===== src/hw/rtl/cmlau_pkg.sv =====
// ----------------------------------------------------------------------------
// cmlau_pkg
// shared constants, codes and transaction types of the lifecycle alarm unit
// ----------------------------------------------------------------------------
package cmlau_pkg;

	localparam int NUM_PORTS = 8;
	localparam int TYPE_BITS = 8;
	localparam int TIME_BITS = 48;
	localparam int DLY_W     = 24;
	localparam int CFG_W     = 24;
	localparam int CFG_IDX_W = 3;
	localparam int SRC_W     = 4;
	localparam int RSN_W     = 4;
	localparam int LC_W      = 3;

	localparam int SLOTS     = NUM_PORTS + 3;
	localparam int SLOT_W    = $clog2(SLOTS);
	localparam int PORT_W    = (NUM_PORTS > 1) ? $clog2(NUM_PORTS) : 1;
	localparam int SUM_W     = ((TIME_BITS > DLY_W) ? TIME_BITS : DLY_W) + 1;

	localparam int FIFO_DEPTH = 2;
	localparam int FIFO_AW    = $clog2(FIFO_DEPTH);
	localparam int FIFO_CW    = $clog2(FIFO_DEPTH + 1);

	localparam logic [DLY_W-1:0] DLY_RESET = DLY_W'(1000);

	typedef enum logic [CFG_IDX_W-1:0] {
		CFG_CARD_PROV = 3'd0,
		CFG_CARD_EN   = 3'd1,
		CFG_MOD_PROV  = 3'd2,
		CFG_MOD_EN    = 3'd3,
		CFG_CARD_DLY  = 3'd4,
		CFG_MOD_DLY   = 3'd5,
		CFG_PORT_EN   = 3'd6
	} cfg_idx_t;

	typedef enum logic [LC_W-1:0] {
		LC_ABSENT      = 3'd0,
		LC_WAIT_PROV   = 3'd1,
		LC_WAIT_PARENT = 3'd2,
		LC_INIT        = 3'd3,
		LC_READY       = 3'd4,
		LC_MISMATCH    = 3'd5
	} lc_t;

	typedef enum logic [RSN_W-1:0] {
		RS_NONE         = 4'd0,
		RS_NOT_EQUIPPED = 4'd1,
		RS_MISMATCH     = 4'd2,
		RS_NOT_PROV     = 4'd3,
		RS_ADMIN_DOWN   = 4'd4,
		RS_INIT         = 4'd5,
		RS_PARENT       = 4'd6,
		RS_LINK_DOWN    = 4'd7,
		RS_HW_NOT_READY = 4'd8
	} rsn_t;

	typedef enum logic {
		REC_ALARM   = 1'b0,
		REC_SUMMARY = 1'b1
	} rec_kind_t;

	typedef struct packed {
		logic [TYPE_BITS-1:0] card_prov;
		logic                 card_en;
		logic [TYPE_BITS-1:0] mod_prov;
		logic                 mod_en;
		logic [DLY_W-1:0]     card_dly;
		logic [DLY_W-1:0]     mod_dly;
		logic [NUM_PORTS-1:0] port_en;
	} cfg_t;

	typedef struct packed {
		logic                       card_alm;
		rsn_t                       card_rsn;
		logic                       mod_alm;
		rsn_t                       mod_rsn;
		logic [NUM_PORTS-1:0]       port_alm;
		rsn_t [NUM_PORTS-1:0]       port_rsn;
		logic                       op_change;
		logic                       op_now;
		logic                       dl_valid;
		logic [TIME_BITS-1:0]       next_dl;
		lc_t                        card_lc;
		lc_t                        mod_lc;
	} job_t;

	typedef struct packed {
		rec_kind_t            kind;
		logic [SRC_W-1:0]     src;
		rsn_t                 rsn;
		logic                 last;
		logic                 op_change;
		logic                 op_now;
		logic                 dl_valid;
		logic [TIME_BITS-1:0] next_dl;
		lc_t                  card_lc;
		lc_t                  mod_lc;
	} rec_t;

endpackage


===== src/hw/rtl/cmlau_fifo.sv =====
// ----------------------------------------------------------------------------
// cmlau_fifo
// short job queue between the classifier and the record sequencer
// ----------------------------------------------------------------------------
module cmlau_fifo
	import cmlau_pkg::*;
(
	input  logic clk,
	input  logic arst_n,
	input  logic wr_en,
	input  job_t wr_data,
	input  logic rd_en,
	output job_t rd_data,
	output logic full,
	output logic empty
);

	job_t                 mem_q [FIFO_DEPTH];
	logic [FIFO_AW-1:0]   wr_ptr_q;
	logic [FIFO_AW-1:0]   rd_ptr_q;
	logic [FIFO_CW-1:0]   cnt_q;

	assign full    = (cnt_q == FIFO_CW'(FIFO_DEPTH));
	assign empty   = (cnt_q == '0);
	assign rd_data = mem_q[rd_ptr_q];

	always_ff @(posedge clk) begin
		if (wr_en) begin
			mem_q[wr_ptr_q] <= wr_data;
		end
	end

	always_ff @(posedge clk or negedge arst_n) begin
		if (!arst_n) begin
			wr_ptr_q <= '0;
			rd_ptr_q <= '0;
			cnt_q    <= '0;
		end else begin
			if (wr_en) begin
				wr_ptr_q <= (wr_ptr_q == FIFO_AW'(FIFO_DEPTH - 1)) ? '0 : wr_ptr_q + 1'b1;
			end
			if (rd_en) begin
				rd_ptr_q <= (rd_ptr_q == FIFO_AW'(FIFO_DEPTH - 1)) ? '0 : rd_ptr_q + 1'b1;
			end
			if (wr_en && !rd_en) begin
				cnt_q <= cnt_q + 1'b1;
			end else if (!wr_en && rd_en) begin
				cnt_q <= cnt_q - 1'b1;
			end
		end
	end

endmodule


===== src/hw/rtl/cmlau_front.sv =====
// ----------------------------------------------------------------------------
// cmlau_front
// accepts reconcile transactions, steps card and module lifecycles and
// classifies the alarms of one transaction into a job for the sequencer
// ----------------------------------------------------------------------------
module cmlau_front
	import cmlau_pkg::*;
(
	input  logic                 clk,
	input  logic                 arst_n,
	input  cfg_t                 cfg,
	input  logic                 in_valid,
	output logic                 in_stall,
	input  logic [TYPE_BITS-1:0] card_type,
	input  logic [TYPE_BITS-1:0] module_type,
	input  logic [NUM_PORTS-1:0] link_up_mask,
	input  logic [TIME_BITS-1:0] now_time,
	input  logic                 full,
	output logic                 push,
	output job_t                 job
);

	logic                 vld_s1;
	logic [TYPE_BITS-1:0] ct_s1;
	logic [TYPE_BITS-1:0] mt_s1;
	logic [NUM_PORTS-1:0] lnk_s1;
	logic [TIME_BITS-1:0] now_s1;
	logic [TIME_BITS-1:0] csum_s1;
	logic [TIME_BITS-1:0] msum_s1;

	lc_t                  clc_q;
	lc_t                  mlc_q;
	logic [TIME_BITS-1:0] cdl_q;
	logic [TIME_BITS-1:0] mdl_q;
	logic                 cflag_q;
	logic                 mflag_q;

	lc_t                  clc_d;
	lc_t                  mlc_d;
	lc_t                  c_adv;
	lc_t                  m_adv;
	logic [TIME_BITS-1:0] cdl_d;
	logic [TIME_BITS-1:0] mdl_d;
	logic [TIME_BITS-1:0] c_dl;
	logic [TIME_BITS-1:0] m_dl;
	logic                 cc;
	logic                 mc;
	logic                 c_init;
	logic                 m_init;
	logic                 was_up;
	logic                 is_up;
	logic                 ports_on;
	rsn_t                 crs;
	rsn_t                 mrs;
	logic                 accept;

	function automatic logic [TIME_BITS-1:0] add_sat(
		input logic [TIME_BITS-1:0] now,
		input logic [DLY_W-1:0]     dly
	);
		logic [SUM_W-1:0] sum;
		sum = SUM_W'(now) + SUM_W'(dly);
		if (|(sum >> TIME_BITS)) begin
			return '1;
		end
		return sum[TIME_BITS-1:0];
	endfunction

	assign push     = vld_s1 && !full;
	assign in_stall = vld_s1 && full;
	assign accept   = in_valid && !in_stall;

	always_ff @(posedge clk or negedge arst_n) begin
		if (!arst_n) begin
			vld_s1 <= 1'b0;
		end else if (accept) begin
			vld_s1 <= 1'b1;
		end else if (push) begin
			vld_s1 <= 1'b0;
		end
	end

	always_ff @(posedge clk) begin
		if (accept) begin
			ct_s1   <= card_type;
			mt_s1   <= module_type;
			lnk_s1  <= link_up_mask;
			now_s1  <= now_time;
			csum_s1 <= add_sat(now_time, cfg.card_dly);
			msum_s1 <= add_sat(now_time, cfg.mod_dly);
		end
	end

	always_comb begin
		cc = (ct_s1 == '0) || (cfg.card_prov == '0) || (ct_s1 == cfg.card_prov);
		mc = (mt_s1 == '0) || (cfg.mod_prov == '0) || (mt_s1 == cfg.mod_prov);

		was_up = (ct_s1 != '0) && (mt_s1 != '0) && (cfg.card_prov != '0) &&
			(cfg.mod_prov != '0) && cfg.card_en && cfg.mod_en && cflag_q && mflag_q &&
			(clc_q == LC_READY) && (mlc_q == LC_READY);

		// progression of an enabled unit
		if (clc_q != LC_INIT && clc_q != LC_READY) begin
			c_adv = LC_INIT;
			c_dl  = csum_s1;
		end else begin
			c_adv = clc_q;
			c_dl  = cdl_q;
		end
		if (c_adv == LC_INIT && now_s1 >= c_dl) begin
			c_adv = LC_READY;
		end
		if (mlc_q != LC_INIT && mlc_q != LC_READY) begin
			m_adv = LC_INIT;
			m_dl  = msum_s1;
		end else begin
			m_adv = mlc_q;
			m_dl  = mdl_q;
		end
		if (m_adv == LC_INIT && now_s1 >= m_dl) begin
			m_adv = LC_READY;
		end

		c_init = 1'b0;
		if (ct_s1 == '0) begin
			clc_d = LC_ABSENT;
			crs   = RS_NOT_EQUIPPED;
			cdl_d = '0;
		end else if (!cc) begin
			clc_d = LC_MISMATCH;
			crs   = RS_MISMATCH;
			cdl_d = '0;
		end else if (cfg.card_prov == '0 || !cfg.card_en) begin
			clc_d = LC_WAIT_PROV;
			crs   = cfg.card_en ? RS_NOT_PROV : RS_ADMIN_DOWN;
			cdl_d = '0;
		end else begin
			clc_d  = c_adv;
			cdl_d  = c_dl;
			crs    = (c_adv == LC_READY) ? RS_NONE : RS_INIT;
			c_init = (c_adv == LC_INIT);
		end

		m_init = 1'b0;
		if (mt_s1 == '0) begin
			mlc_d = LC_ABSENT;
			mrs   = RS_NOT_EQUIPPED;
			mdl_d = '0;
		end else if (!mc) begin
			mlc_d = LC_MISMATCH;
			mrs   = RS_MISMATCH;
			mdl_d = '0;
		end else if (cfg.mod_prov == '0 || !cfg.mod_en) begin
			mlc_d = LC_WAIT_PROV;
			mrs   = cfg.mod_en ? RS_NOT_PROV : RS_ADMIN_DOWN;
			mdl_d = '0;
		end else if (clc_d != LC_READY) begin
			mlc_d = LC_WAIT_PARENT;
			mrs   = RS_PARENT;
			mdl_d = '0;
		end else begin
			mlc_d  = m_adv;
			mdl_d  = m_dl;
			mrs    = (m_adv == LC_READY) ? RS_NONE : RS_INIT;
			m_init = (m_adv == LC_INIT);
		end

		is_up = (ct_s1 != '0) && (mt_s1 != '0) && (cfg.card_prov != '0) &&
			(cfg.mod_prov != '0) && cfg.card_en && cfg.mod_en && cc && mc &&
			(clc_d == LC_READY) && (mlc_d == LC_READY);

		ports_on = (mt_s1 != '0) && mc;

		job.card_alm  = (clc_d != LC_READY);
		job.card_rsn  = crs;
		job.mod_alm   = (ct_s1 != '0) && (mlc_d != LC_READY);
		job.mod_rsn   = mrs;
		for (int n = 0; n < NUM_PORTS; n++) begin
			job.port_alm[n] = ports_on && !(is_up && cfg.port_en[n] && lnk_s1[n]);
			if (!cfg.port_en[n]) begin
				job.port_rsn[n] = RS_ADMIN_DOWN;
			end else if (!lnk_s1[n]) begin
				job.port_rsn[n] = RS_LINK_DOWN;
			end else begin
				job.port_rsn[n] = RS_HW_NOT_READY;
			end
		end
		job.op_change = (was_up != is_up);
		job.op_now    = is_up;
		job.dl_valid  = c_init || m_init;
		if (c_init && m_init) begin
			job.next_dl = (mdl_d < cdl_d) ? mdl_d : cdl_d;
		end else if (c_init) begin
			job.next_dl = cdl_d;
		end else if (m_init) begin
			job.next_dl = mdl_d;
		end else begin
			job.next_dl = '0;
		end
		job.card_lc = clc_d;
		job.mod_lc  = mlc_d;
	end

	always_ff @(posedge clk or negedge arst_n) begin
		if (!arst_n) begin
			clc_q   <= LC_ABSENT;
			mlc_q   <= LC_ABSENT;
			cdl_q   <= '0;
			mdl_q   <= '0;
			cflag_q <= 1'b0;
			mflag_q <= 1'b0;
		end else if (push) begin
			clc_q   <= clc_d;
			mlc_q   <= mlc_d;
			cdl_q   <= cdl_d;
			mdl_q   <= mdl_d;
			cflag_q <= cc;
			mflag_q <= mc;
		end
	end

endmodule


===== src/hw/rtl/cmlau_back.sv =====
// ----------------------------------------------------------------------------
// cmlau_back
// walks the pending records of one job and drives them through the
// output register, one record per cycle while the output is not stalled
// ----------------------------------------------------------------------------
module cmlau_back
	import cmlau_pkg::*;
(
	input  logic clk,
	input  logic arst_n,
	input  logic empty,
	input  job_t rd_data,
	output logic rd_en,
	output logic out_valid,
	input  logic out_stall,
	output rec_t rec
);

	job_t              job_q;
	logic [SLOTS-1:0]  pend_q;
	logic              out_vld_q;
	rec_t              rec_q;
	logic [SLOT_W-1:0] slot;
	logic [SLOTS-1:0]  pend_new;
	logic              load;
	rec_t              rec_d;

	assign rd_en     = (pend_q == '0) && !empty;
	assign load      = (pend_q != '0) && (!out_vld_q || !out_stall);
	assign out_valid = out_vld_q;
	assign rec       = rec_q;

	always_comb begin
		pend_new    = '0;
		pend_new[0] = rd_data.card_alm;
		pend_new[1] = rd_data.mod_alm;
		for (int n = 0; n < NUM_PORTS; n++) begin
			pend_new[n + 2] = rd_data.port_alm[n];
		end
		pend_new[SLOTS-1] = 1'b1;
	end

	// lowest pending slot
	always_comb begin
		slot = '0;
		for (int i = SLOTS - 1; i >= 0; i--) begin
			if (pend_q[i]) begin
				slot = SLOT_W'(i);
			end
		end
	end

	always_comb begin
		rec_d           = '0;
		rec_d.kind      = REC_ALARM;
		rec_d.rsn       = RS_NONE;
		rec_d.card_lc   = LC_ABSENT;
		rec_d.mod_lc    = LC_ABSENT;
		if (slot == SLOT_W'(SLOTS - 1)) begin
			rec_d.kind      = REC_SUMMARY;
			rec_d.last      = 1'b1;
			rec_d.op_change = job_q.op_change;
			rec_d.op_now    = job_q.op_now;
			rec_d.dl_valid  = job_q.dl_valid;
			rec_d.next_dl   = job_q.next_dl;
			rec_d.card_lc   = job_q.card_lc;
			rec_d.mod_lc    = job_q.mod_lc;
		end else if (slot == '0) begin
			rec_d.rsn = job_q.card_rsn;
		end else if (slot == SLOT_W'(1)) begin
			rec_d.src = SRC_W'(slot);
			rec_d.rsn = job_q.mod_rsn;
		end else begin
			rec_d.src = SRC_W'(slot);
			rec_d.rsn = job_q.port_rsn[PORT_W'(slot - SLOT_W'(2))];
		end
	end

	always_ff @(posedge clk) begin
		if (rd_en) begin
			job_q <= rd_data;
		end
		if (load) begin
			rec_q <= rec_d;
		end
	end

	always_ff @(posedge clk or negedge arst_n) begin
		if (!arst_n) begin
			pend_q    <= '0;
			out_vld_q <= 1'b0;
		end else begin
			if (rd_en) begin
				pend_q <= pend_new;
			end else if (load) begin
				pend_q[slot] <= 1'b0;
			end
			if (load) begin
				out_vld_q <= 1'b1;
			end else if (!out_stall) begin
				out_vld_q <= 1'b0;
			end
		end
	end

endmodule


===== src/hw/rtl/card_module_lifecycle_alarms_unit.sv =====
// path: with an empty queue the first record of a transaction passes, in order, the classifier stage register,
//   the queue and the job register on its way into the output register
// throughput: one record per cycle while the output is not stalled, plus a load of each job; the rate of
//   transactions is set by the single record sequencer
// reset: lifecycles absent, deadlines and compatibility flags clear, init delays 1000,
//   other configuration registers 0; no clearing pass
// ----------------------------------------------------------------------------
// card_module_lifecycle_alarms_unit
// parent card / child module lifecycle tracking with alarm record output
// ----------------------------------------------------------------------------
module card_module_lifecycle_alarms_unit
	import cmlau_pkg::*;
(
	input  logic                 clk,
	input  logic                 arst_n,
	input  logic                 cfg_valid,
	output logic                 cfg_ready,
	input  logic [CFG_IDX_W-1:0] cfg_index,
	input  logic [CFG_W-1:0]     cfg_data,
	input  logic                 in_valid,
	output logic                 in_stall,
	input  logic [TYPE_BITS-1:0] card_type,
	input  logic [TYPE_BITS-1:0] module_type,
	input  logic [NUM_PORTS-1:0] link_up_mask,
	input  logic [TIME_BITS-1:0] now_time,
	output logic                 out_valid,
	input  logic                 out_stall,
	output logic                 record_kind,
	output logic [SRC_W-1:0]     alarm_source,
	output logic [RSN_W-1:0]     reason,
	output logic                 last,
	output logic                 status_change,
	output logic                 operational_now,
	output logic                 deadline_valid,
	output logic [TIME_BITS-1:0] earliest_deadline,
	output logic [LC_W-1:0]      card_state,
	output logic [LC_W-1:0]      module_state
);

	cfg_t cfg_q;
	job_t wr_job;
	job_t rd_job;
	logic push;
	logic pop;
	logic full;
	logic empty;
	rec_t rec;

	assign cfg_ready = 1'b1;

	always_ff @(posedge clk or negedge arst_n) begin
		if (!arst_n) begin
			cfg_q.card_prov <= '0;
			cfg_q.card_en   <= 1'b0;
			cfg_q.mod_prov  <= '0;
			cfg_q.mod_en    <= 1'b0;
			cfg_q.card_dly  <= DLY_RESET;
			cfg_q.mod_dly   <= DLY_RESET;
			cfg_q.port_en   <= '0;
		end else if (cfg_valid && cfg_ready) begin
			case (cfg_index)
				CFG_CARD_PROV: cfg_q.card_prov <= cfg_data[TYPE_BITS-1:0];
				CFG_CARD_EN:   cfg_q.card_en   <= cfg_data[0];
				CFG_MOD_PROV:  cfg_q.mod_prov  <= cfg_data[TYPE_BITS-1:0];
				CFG_MOD_EN:    cfg_q.mod_en    <= cfg_data[0];
				CFG_CARD_DLY:  cfg_q.card_dly  <= cfg_data[DLY_W-1:0];
				CFG_MOD_DLY:   cfg_q.mod_dly   <= cfg_data[DLY_W-1:0];
				CFG_PORT_EN:   cfg_q.port_en   <= cfg_data[NUM_PORTS-1:0];
				default: begin
				end
			endcase
		end
	end

	cmlau_front u_front (
		.clk          (clk),
		.arst_n       (arst_n),
		.cfg          (cfg_q),
		.in_valid     (in_valid),
		.in_stall     (in_stall),
		.card_type    (card_type),
		.module_type  (module_type),
		.link_up_mask (link_up_mask),
		.now_time     (now_time),
		.full         (full),
		.push         (push),
		.job          (wr_job)
	);

	cmlau_fifo u_fifo (
		.clk     (clk),
		.arst_n  (arst_n),
		.wr_en   (push),
		.wr_data (wr_job),
		.rd_en   (pop),
		.rd_data (rd_job),
		.full    (full),
		.empty   (empty)
	);

	cmlau_back u_back (
		.clk       (clk),
		.arst_n    (arst_n),
		.empty     (empty),
		.rd_data   (rd_job),
		.rd_en     (pop),
		.out_valid (out_valid),
		.out_stall (out_stall),
		.rec       (rec)
	);

	assign record_kind       = rec.kind;
	assign alarm_source      = rec.src;
	assign reason            = rec.rsn;
	assign last              = rec.last;
	assign status_change     = rec.op_change;
	assign operational_now   = rec.op_now;
	assign deadline_valid    = rec.dl_valid;
	assign earliest_deadline = rec.next_dl;
	assign card_state        = rec.card_lc;
	assign module_state      = rec.mod_lc;

endmodule


===== config.mk =====
export PLATFORM = sky130hd
export DESIGN_NAME = card_module_lifecycle_alarms_unit
export DESIGN_NICKNAME = d
export VERILOG_FILES = /design/src/hw/rtl/cmlau_pkg.sv /design/src/hw/rtl/cmlau_fifo.sv /design/src/hw/rtl/cmlau_front.sv /design/src/hw/rtl/cmlau_back.sv /design/src/hw/rtl/card_module_lifecycle_alarms_unit.sv
export SDC_FILE = /design/constraint.sdc
export NUM_CORES = 1
export LEC_CHECK = 0
export BUFFER_PORTS_ARGS = -buffer_cell sky130_fd_sc_hd__buf_2
export CAP_MARGIN = 10
export CORE_UTILIZATION = 35
export CTS_CLUSTER_DIAMETER = 40
export DETAILED_ROUTE_END_ITERATION = 10
export SLEW_MARGIN = 20
export SYNTH_ARGS = -nofsm -noshare
export SYNTH_HDL_FRONTEND = slang
export SYNTH_SLANG_ARGS = --single-unit

===== constraint.sdc =====
create_clock -name clk -period 5 [get_ports clk]
set_input_delay 0.25 -clock clk [delete_from_list [all_inputs] [get_ports clk]]
set_output_delay 0.25 -clock clk [all_outputs]
set_load 0.01 [all_outputs]

# Word level (Yosys, flattened, before mapping)
# Memories as Yosys holds them, arrays and structs flattened.
# Cells that the tools add are included.
[op_classes]
addsub = 7
magnitude_cmp = 6
n_eq_ne = 29
muxes = 97
bitwise = 2
n_reduce_logical = 101
[op_table]
columns = ["cell", "count"]
rows = [
  ["48-bit 2-to-1 mux", 17],
  ["4-bit 2-to-1 mux", 37],
  ["48-bit by 24-bit adder with 49-bit output", 2],
  ["48-bit >= comparator", 2],
  ["58-bit 2-to-1 mux", 1],
  ["1-bit logical AND", 52],
  ["48-bit < comparator", 1],
  ["3-bit 2-to-1 mux", 15],
  ["8-bit logical NOT", 4],
  ["8-bit nonzero test", 4],
  ["3-bit == test (second input constant)", 9],
  ["11-bit 2-to-1 mux", 2],
  ["1-bit 2-to-1 mux", 21],
  ["3-bit by 2-bit == test with 1-bit output (second input constant)", 6],
  ["1-bit logical NOT", 17],
  ["8-bit == test", 2],
  ["2-bit AND reduction", 7],
  ["4-bit binary-select mux with 3-bit select", 1],
  ["3-bit inequality test (second input constant)", 4],
  ["11-bit bitwise AND", 1],
  ["11-bit logical NOT", 1],
  ["11-bit inverter", 1],
  ["11-bit nonzero test", 1],
  ["1-bit logical OR", 8],
  ["21 further kinds", 26],
]
[totals]
regBits = 527
mem_bits_rw = 214
input_bits = 104
output_inout_bits = 70
elab_cells = 294
n_memories = 1
[mem_list]
columns = ["name", "words", "width", "read_ports", "rd_clocked_by_memory_dff", "wr", "line_no", "text"]
rows = [
  ["u_fifo.mem_q", 2, 107, 1, 0, 1, "cmlau_fifo.sv:18", "job_t mem_q [FIFO_DEPTH];"],
]

# Depth between registers and ports, before layout
[depth]
word_depth = 20
ltp_mapped = 18
ltp_nobuf = 13

# By module
# Synthesis repeated with hierarchy kept, for this count alone.
[hier_totals]
cells_unflattened = 2588
area_unflattened_um2 = 34461.8
[by_module_without_submodules]
columns = ["mod", "instances", "cells_per_inst", "area_each_um2", "seq_area_each_um2"]
rows = [
  ["cmlau_front", 1, 1694, 17051.4, 7672.4],
  ["cmlau_fifo", 1, 349, 7977.7, 6526.3],
  ["cmlau_back", 1, 381, 6503.7, 5195.0],
  ["card_module_lifecycle_alarms_unit", 1, 164, 2929.1, 1866.8],
]

# Worst setup path after synthesis
# No wires, ideal clock.
[synth_path]
kind = "flip-flop to flip-flop"
from = "register u_fifo.cnt_q[0]"
to = "memory u_fifo.mem_q[0][0] in the netlist's numbering, enable pin"
arrival_time_ns = 4.889
required_ns = 4.446
path_slack_ns = -0.443
stages_incl_launch_ff = 5
n_path_buf = 1
cell_sequence = "dfrtp_1 nand2b_1 nand2_1 clkbuf_1 nor2_1"
[synth_between]
elab_chain_len = 5
[synth_lines]
columns = ["item", "line_no", "text"]
rows = [
  ["start: declaration", "cmlau_fifo.sv:21", "logic [FIFO_CW-1:0] cnt_q;"],
  ["start signal: assignment", "cmlau_fifo.sv:46", "cnt_q <= cnt_q + 1'b1;"],
  ["start signal: assignment", "cmlau_fifo.sv:48", "cnt_q <= cnt_q - 1'b1;"],
  ["2-bit == test", "cmlau_fifo.sv:23", "assign full = (cnt_q == FIFO_CW'(FIFO_DEPTH));"],
  ["1-bit logical NOT", "cmlau_front.sv:69", "assign push = vld_s1 && !full;"],
  ["1-bit logical AND", "cmlau_front.sv:69", ""],
  ["1-bit 2-to-1 mux", "cmlau_fifo.sv:28", "if (wr_en) begin"],
  ["1-bit 2-to-1 mux (implied by the code)", "cmlau_fifo.sv:29", "mem_q[wr_ptr_q] <= wr_data;"],
  ["end: declaration", "cmlau_fifo.sv:18", ""],
]
# No other way between the ends.

==> flow_summary_export.csv <==
group,metric,value,unit
status,status,"finished, final reports clean",
sta,timing.hold.ws,0.0270,ns
route,dr_total_vias,21273,
sta,worst_slew_pin_slew,1.12,ns
floorplanning,rows,111,
power,fin_total_pwr,0.0217,W
route,viasPerCell,5.15,
critical_path,crit_path_cell_trace,"nor3b_1 -> o21bai_4 -> buf_4 -> buf_4 -> mux2i_1 -> ha_1 -> a21o_1 -> a21o_1 -> a21oi_1 -> o31ai_1 -> buf_4 -> a2111oi_4 -> o31ai_4 -> or2_2 -> buf_12 -> o22ai_1",
route,drtPass1Iterations,7,
final_layout,final_cells,4132,
floorplanning,die_x,308,um
sta,drv_slew,0,
synthesis,synth-seq-cells,710,
synthesis,ys_seq_area_share,62.0,%
sta,period_share,93.4,%
sta,rsz0062_at_grt,"false",
critical_path,slowest_delay,0.44,ns
floorplanning,initial_utilization,35.6,%
sta,min_period,4.67,ns
sta,finalHoldViolCount,0,
hold_path,min_path_cells,2,
floorplanning,die_area,0.0950,mm2
synthesis,ys_warn_count,0,
sta,max_freq,214,MHz
power,peakVddDrop,0.291,mV
synthesis,ys_types,85,
final_layout,fin_area,0.0401,mm2
placement,place_area,0.0354,mm2
route,drc,0,
final_layout,multi_input_area,0.0120,mm2
floorplanning,core_area,0.0924,mm2
clocking,cts_tree,"built",
clocking,cts_root_buf,"clkbuf_16",
final_layout,final.fill_count,8376,
run,drv_cap,0,
synthesis,avgSynthCellArea,13.3,um2
placement,hpwl,59800,um
synthesis,synth_flop_cell,"edfxtp_1",
floorplanning,die_h,308,um
route,antenna_left,0,
final_layout,fin_nets,3047,
clocking,post_cts_buffers,0,
grt,track_usage,18.0,%
sta,finClkSkew,0.0552,ns
route,drt_iter0_drc,1664,
power,leakagePower,15.3,nW
grt,grt_pass1_vias,21895,
placement,place_inst,3835,
grt,grt_pass1_wl,130000,um
clocking,cts_buffer_depth,3,
final_layout,syn2layout_area_growth,22.1,%
grt,antenna_found_initial,5,
synthesis,synthCells,2472,
critical_path,r2r_cells,16,
clocking,htreeDepth,3,
hold_path,hold_class,"in2reg",
grt,overflow,0,
synthesis,syn-num-nets,2723,
sta,tns,0,ns
critical_path,start_kind,"flip-flop",
clocking,cts_buffers,104,
clocking,clk_latency,0.69,ns
critical_path,cp_common_cell,"buf_4",
sta,relSlewSlack,25.0,%
sta,setup_viol_count_final,0,
synthesis,netlist_area,0.0328,mm2
placement,port_buffers,172,
final_layout,ff_latch_area,0.0204,mm2
final_layout,drive_gt1_share,23.9,%
route,post_drt_wl_per_cell,20.8,um
clocking,clock_sinks,710,
floorplanning,io_pins,174,
synthesis,synth_edf_count,515,
synthesis,synthArstFlopShare,27.5,%
clocking,cts.reportedPaths.clkPinSlew,0.06,ns
critical_path,arrival,5.14,ns
route,routed_wirelength,85900,um
power,powerDensity,542,mW/mm2
placement,gp_congestion,0.873,
critical_path,endpoint_kind,"flip-flop",
critical_path,critPathRequiredTime,5.48,ns
critical_path,crit_type,"reg2reg",
grt,grt_max_degree,107,
critical_path,critPathSlowestCell,"a2111oi_4",
critical_path,cp_max_fo,24,
-- worst paths after layout --
kind,end,start,slack (ns)
worst max-delay path,u_fifo.mem_q[1][30],u_front.mlc_q[2],0.33
worst min-delay path,cfg_q[39],cfg_data[7],0.03
worst max register to register,u_fifo.mem_q[1][30],u_front.mlc_q[2],0.33
worst min register to register,u_front.cflag_q,u_front.cflag_q,0.48
max in group asynchronous,u_front.cdl_q[33],arst_n,3.56
min in group asynchronous,cfg_q[36],arst_n,0.21
-- kinds of logic after synthesis --
kind of cell	share of synthesized area, %
compound gates	9.72
xor+xnor	1.76
fa+ha+maj	5.65
buf+inv	1.84
flops	62.0
mux	9.55
other cells	0.0114
simple gates	9.47
-- critical path, delay by kind of cell, from the launching register on --
kind / cells / cell delay (ns)
and+or+nand+nor: 2 / 0.80
buffers and inverters: 4 / 0.85
AOI/OAI and AO/OA: 8 / 1.74
muxes: 1 / 0.30
DFF: 1 / 0.42
adders and majority gates: 1 / 0.29
-- state kept, by name, summed over array words and instances, names as in the netlist --
name,count
cfg_q,74
u_back.job_q,87
u_back.out_valid,1
u_back.pend_q,11
u_back.rec,66
u_fifo.cnt_q,2
u_fifo.mem_q,194
u_fifo.rd_ptr_q,1
u_fifo.wr_ptr_q,1
u_front.cdl_q,48
u_front.cflag_q,1
u_front.clc_q,3
u_front.csum_s1,48
u_front.ct_s1,8
u_front.lnk_s1,8
u_front.mdl_q,48
u_front.mflag_q,1
u_front.mlc_q,3
u_front.msum_s1,48
u_front.mt_s1,8
u_front.now_s1,48
u_front.vld_s1,1
-- cell usage after synthesis (all sizes together) (24+ instances only) --
library cell	count	area (um2)
o22ai	52	382
ha	145	1810
a21o	28	210
and2	78	488
mux2i	113	1130
xnor2	42	368
clkbuf	69	262
a21oi	107	543
nand4	25	156
o21ai	174	871
nand2	238	896
xor2	24	210
inv	41	154
or2	52	325
buf	30	189
nor3	24	125
nor2	71	267
mux2	176	1980
dfrtp	183	4580
edfxtp	515	15500
nand3	24	120
-- report_power, final --
group	internal, W	leakage [nW]	switching (W)
Clock	0.00458	1.77	0.00298
Sequential	0.00810	7.39	0.000632
Combinational	0.00206	6.13	0.00336
-- through the flow --
stage	util, %	setup slack [ns]
5_1_grt	43.4	0.0197
4_1_cts	43.4	0.0286
3_3_place_gp	38.3	0.177
3_5_place_dp	38.3	0.0842
6_report	43.4	0.332
2_1_floorplan	-	0.0516
-- what timing repair did --
| action | CTS | global route |
|---|---|---|
| resized for setup | 0 | 3 |
| setup endpoints to repair | 0 | 117 |
| hold buffers | 98 | 0 |
| endpoints found under the hold margin | 242 | 0 |
-- cell type report --
class	count	share of cell area [%]
clock buffer	120	6.82
multi-input combinational	1622	29.8
antenna	1	0.00624
clock inverter	78	2.43
timing repair buffer	317	5.84
inverter	41	0.387
tap	1243	3.88
sequential	710	50.8
-- per-layer routing --
layer / GRT usage (%) / vias to the layer above / part of all wire, %
met4: 5.61 / 0 / 2.3
met2: 29.8 / 701 / 48
met3: 3.33 / 159 / 6.0
met5: 0 / - / 0
met1: 23.9 / 10417 / 44
li1: - / 9996 / -
-- cells in the final DEF, fill, tap and decap left out, drive strengths merged, types with 7 or more instances in the layout --
master       Yosys  final
buf             30    218
nor2b           15     15
clkinv           0     29
or2             52     52
nor3            24     24
ha             145    145
a21oi          107    107
and2            78     78
dfstp           12     12
nor2            71     71
o21a            14     14
clkinvlp         0     11
mux2i          113    113
nor4            11     11
nand2          238    238
o21ai          174    174
dlygate4sd3      0     98
nand4           25     25
o22ai           52     52
bufinv           0     10
o211ai           9      9
inv             41     69
a31oi           21     21
dfrtp          183    183
a21o            28     28
and4             8      8
mux2           176    176
nand2b          18     18
and3            23     23
a211oi          23     23
nand3           24     24
o31ai            7      7
o21bai           9      9
edfxtp         515    515
clkbuf          69    121
xor2            24     24
a41oi            9      9
xnor2           42     42
Note: power is estimated with default switching activity, not from simulation.
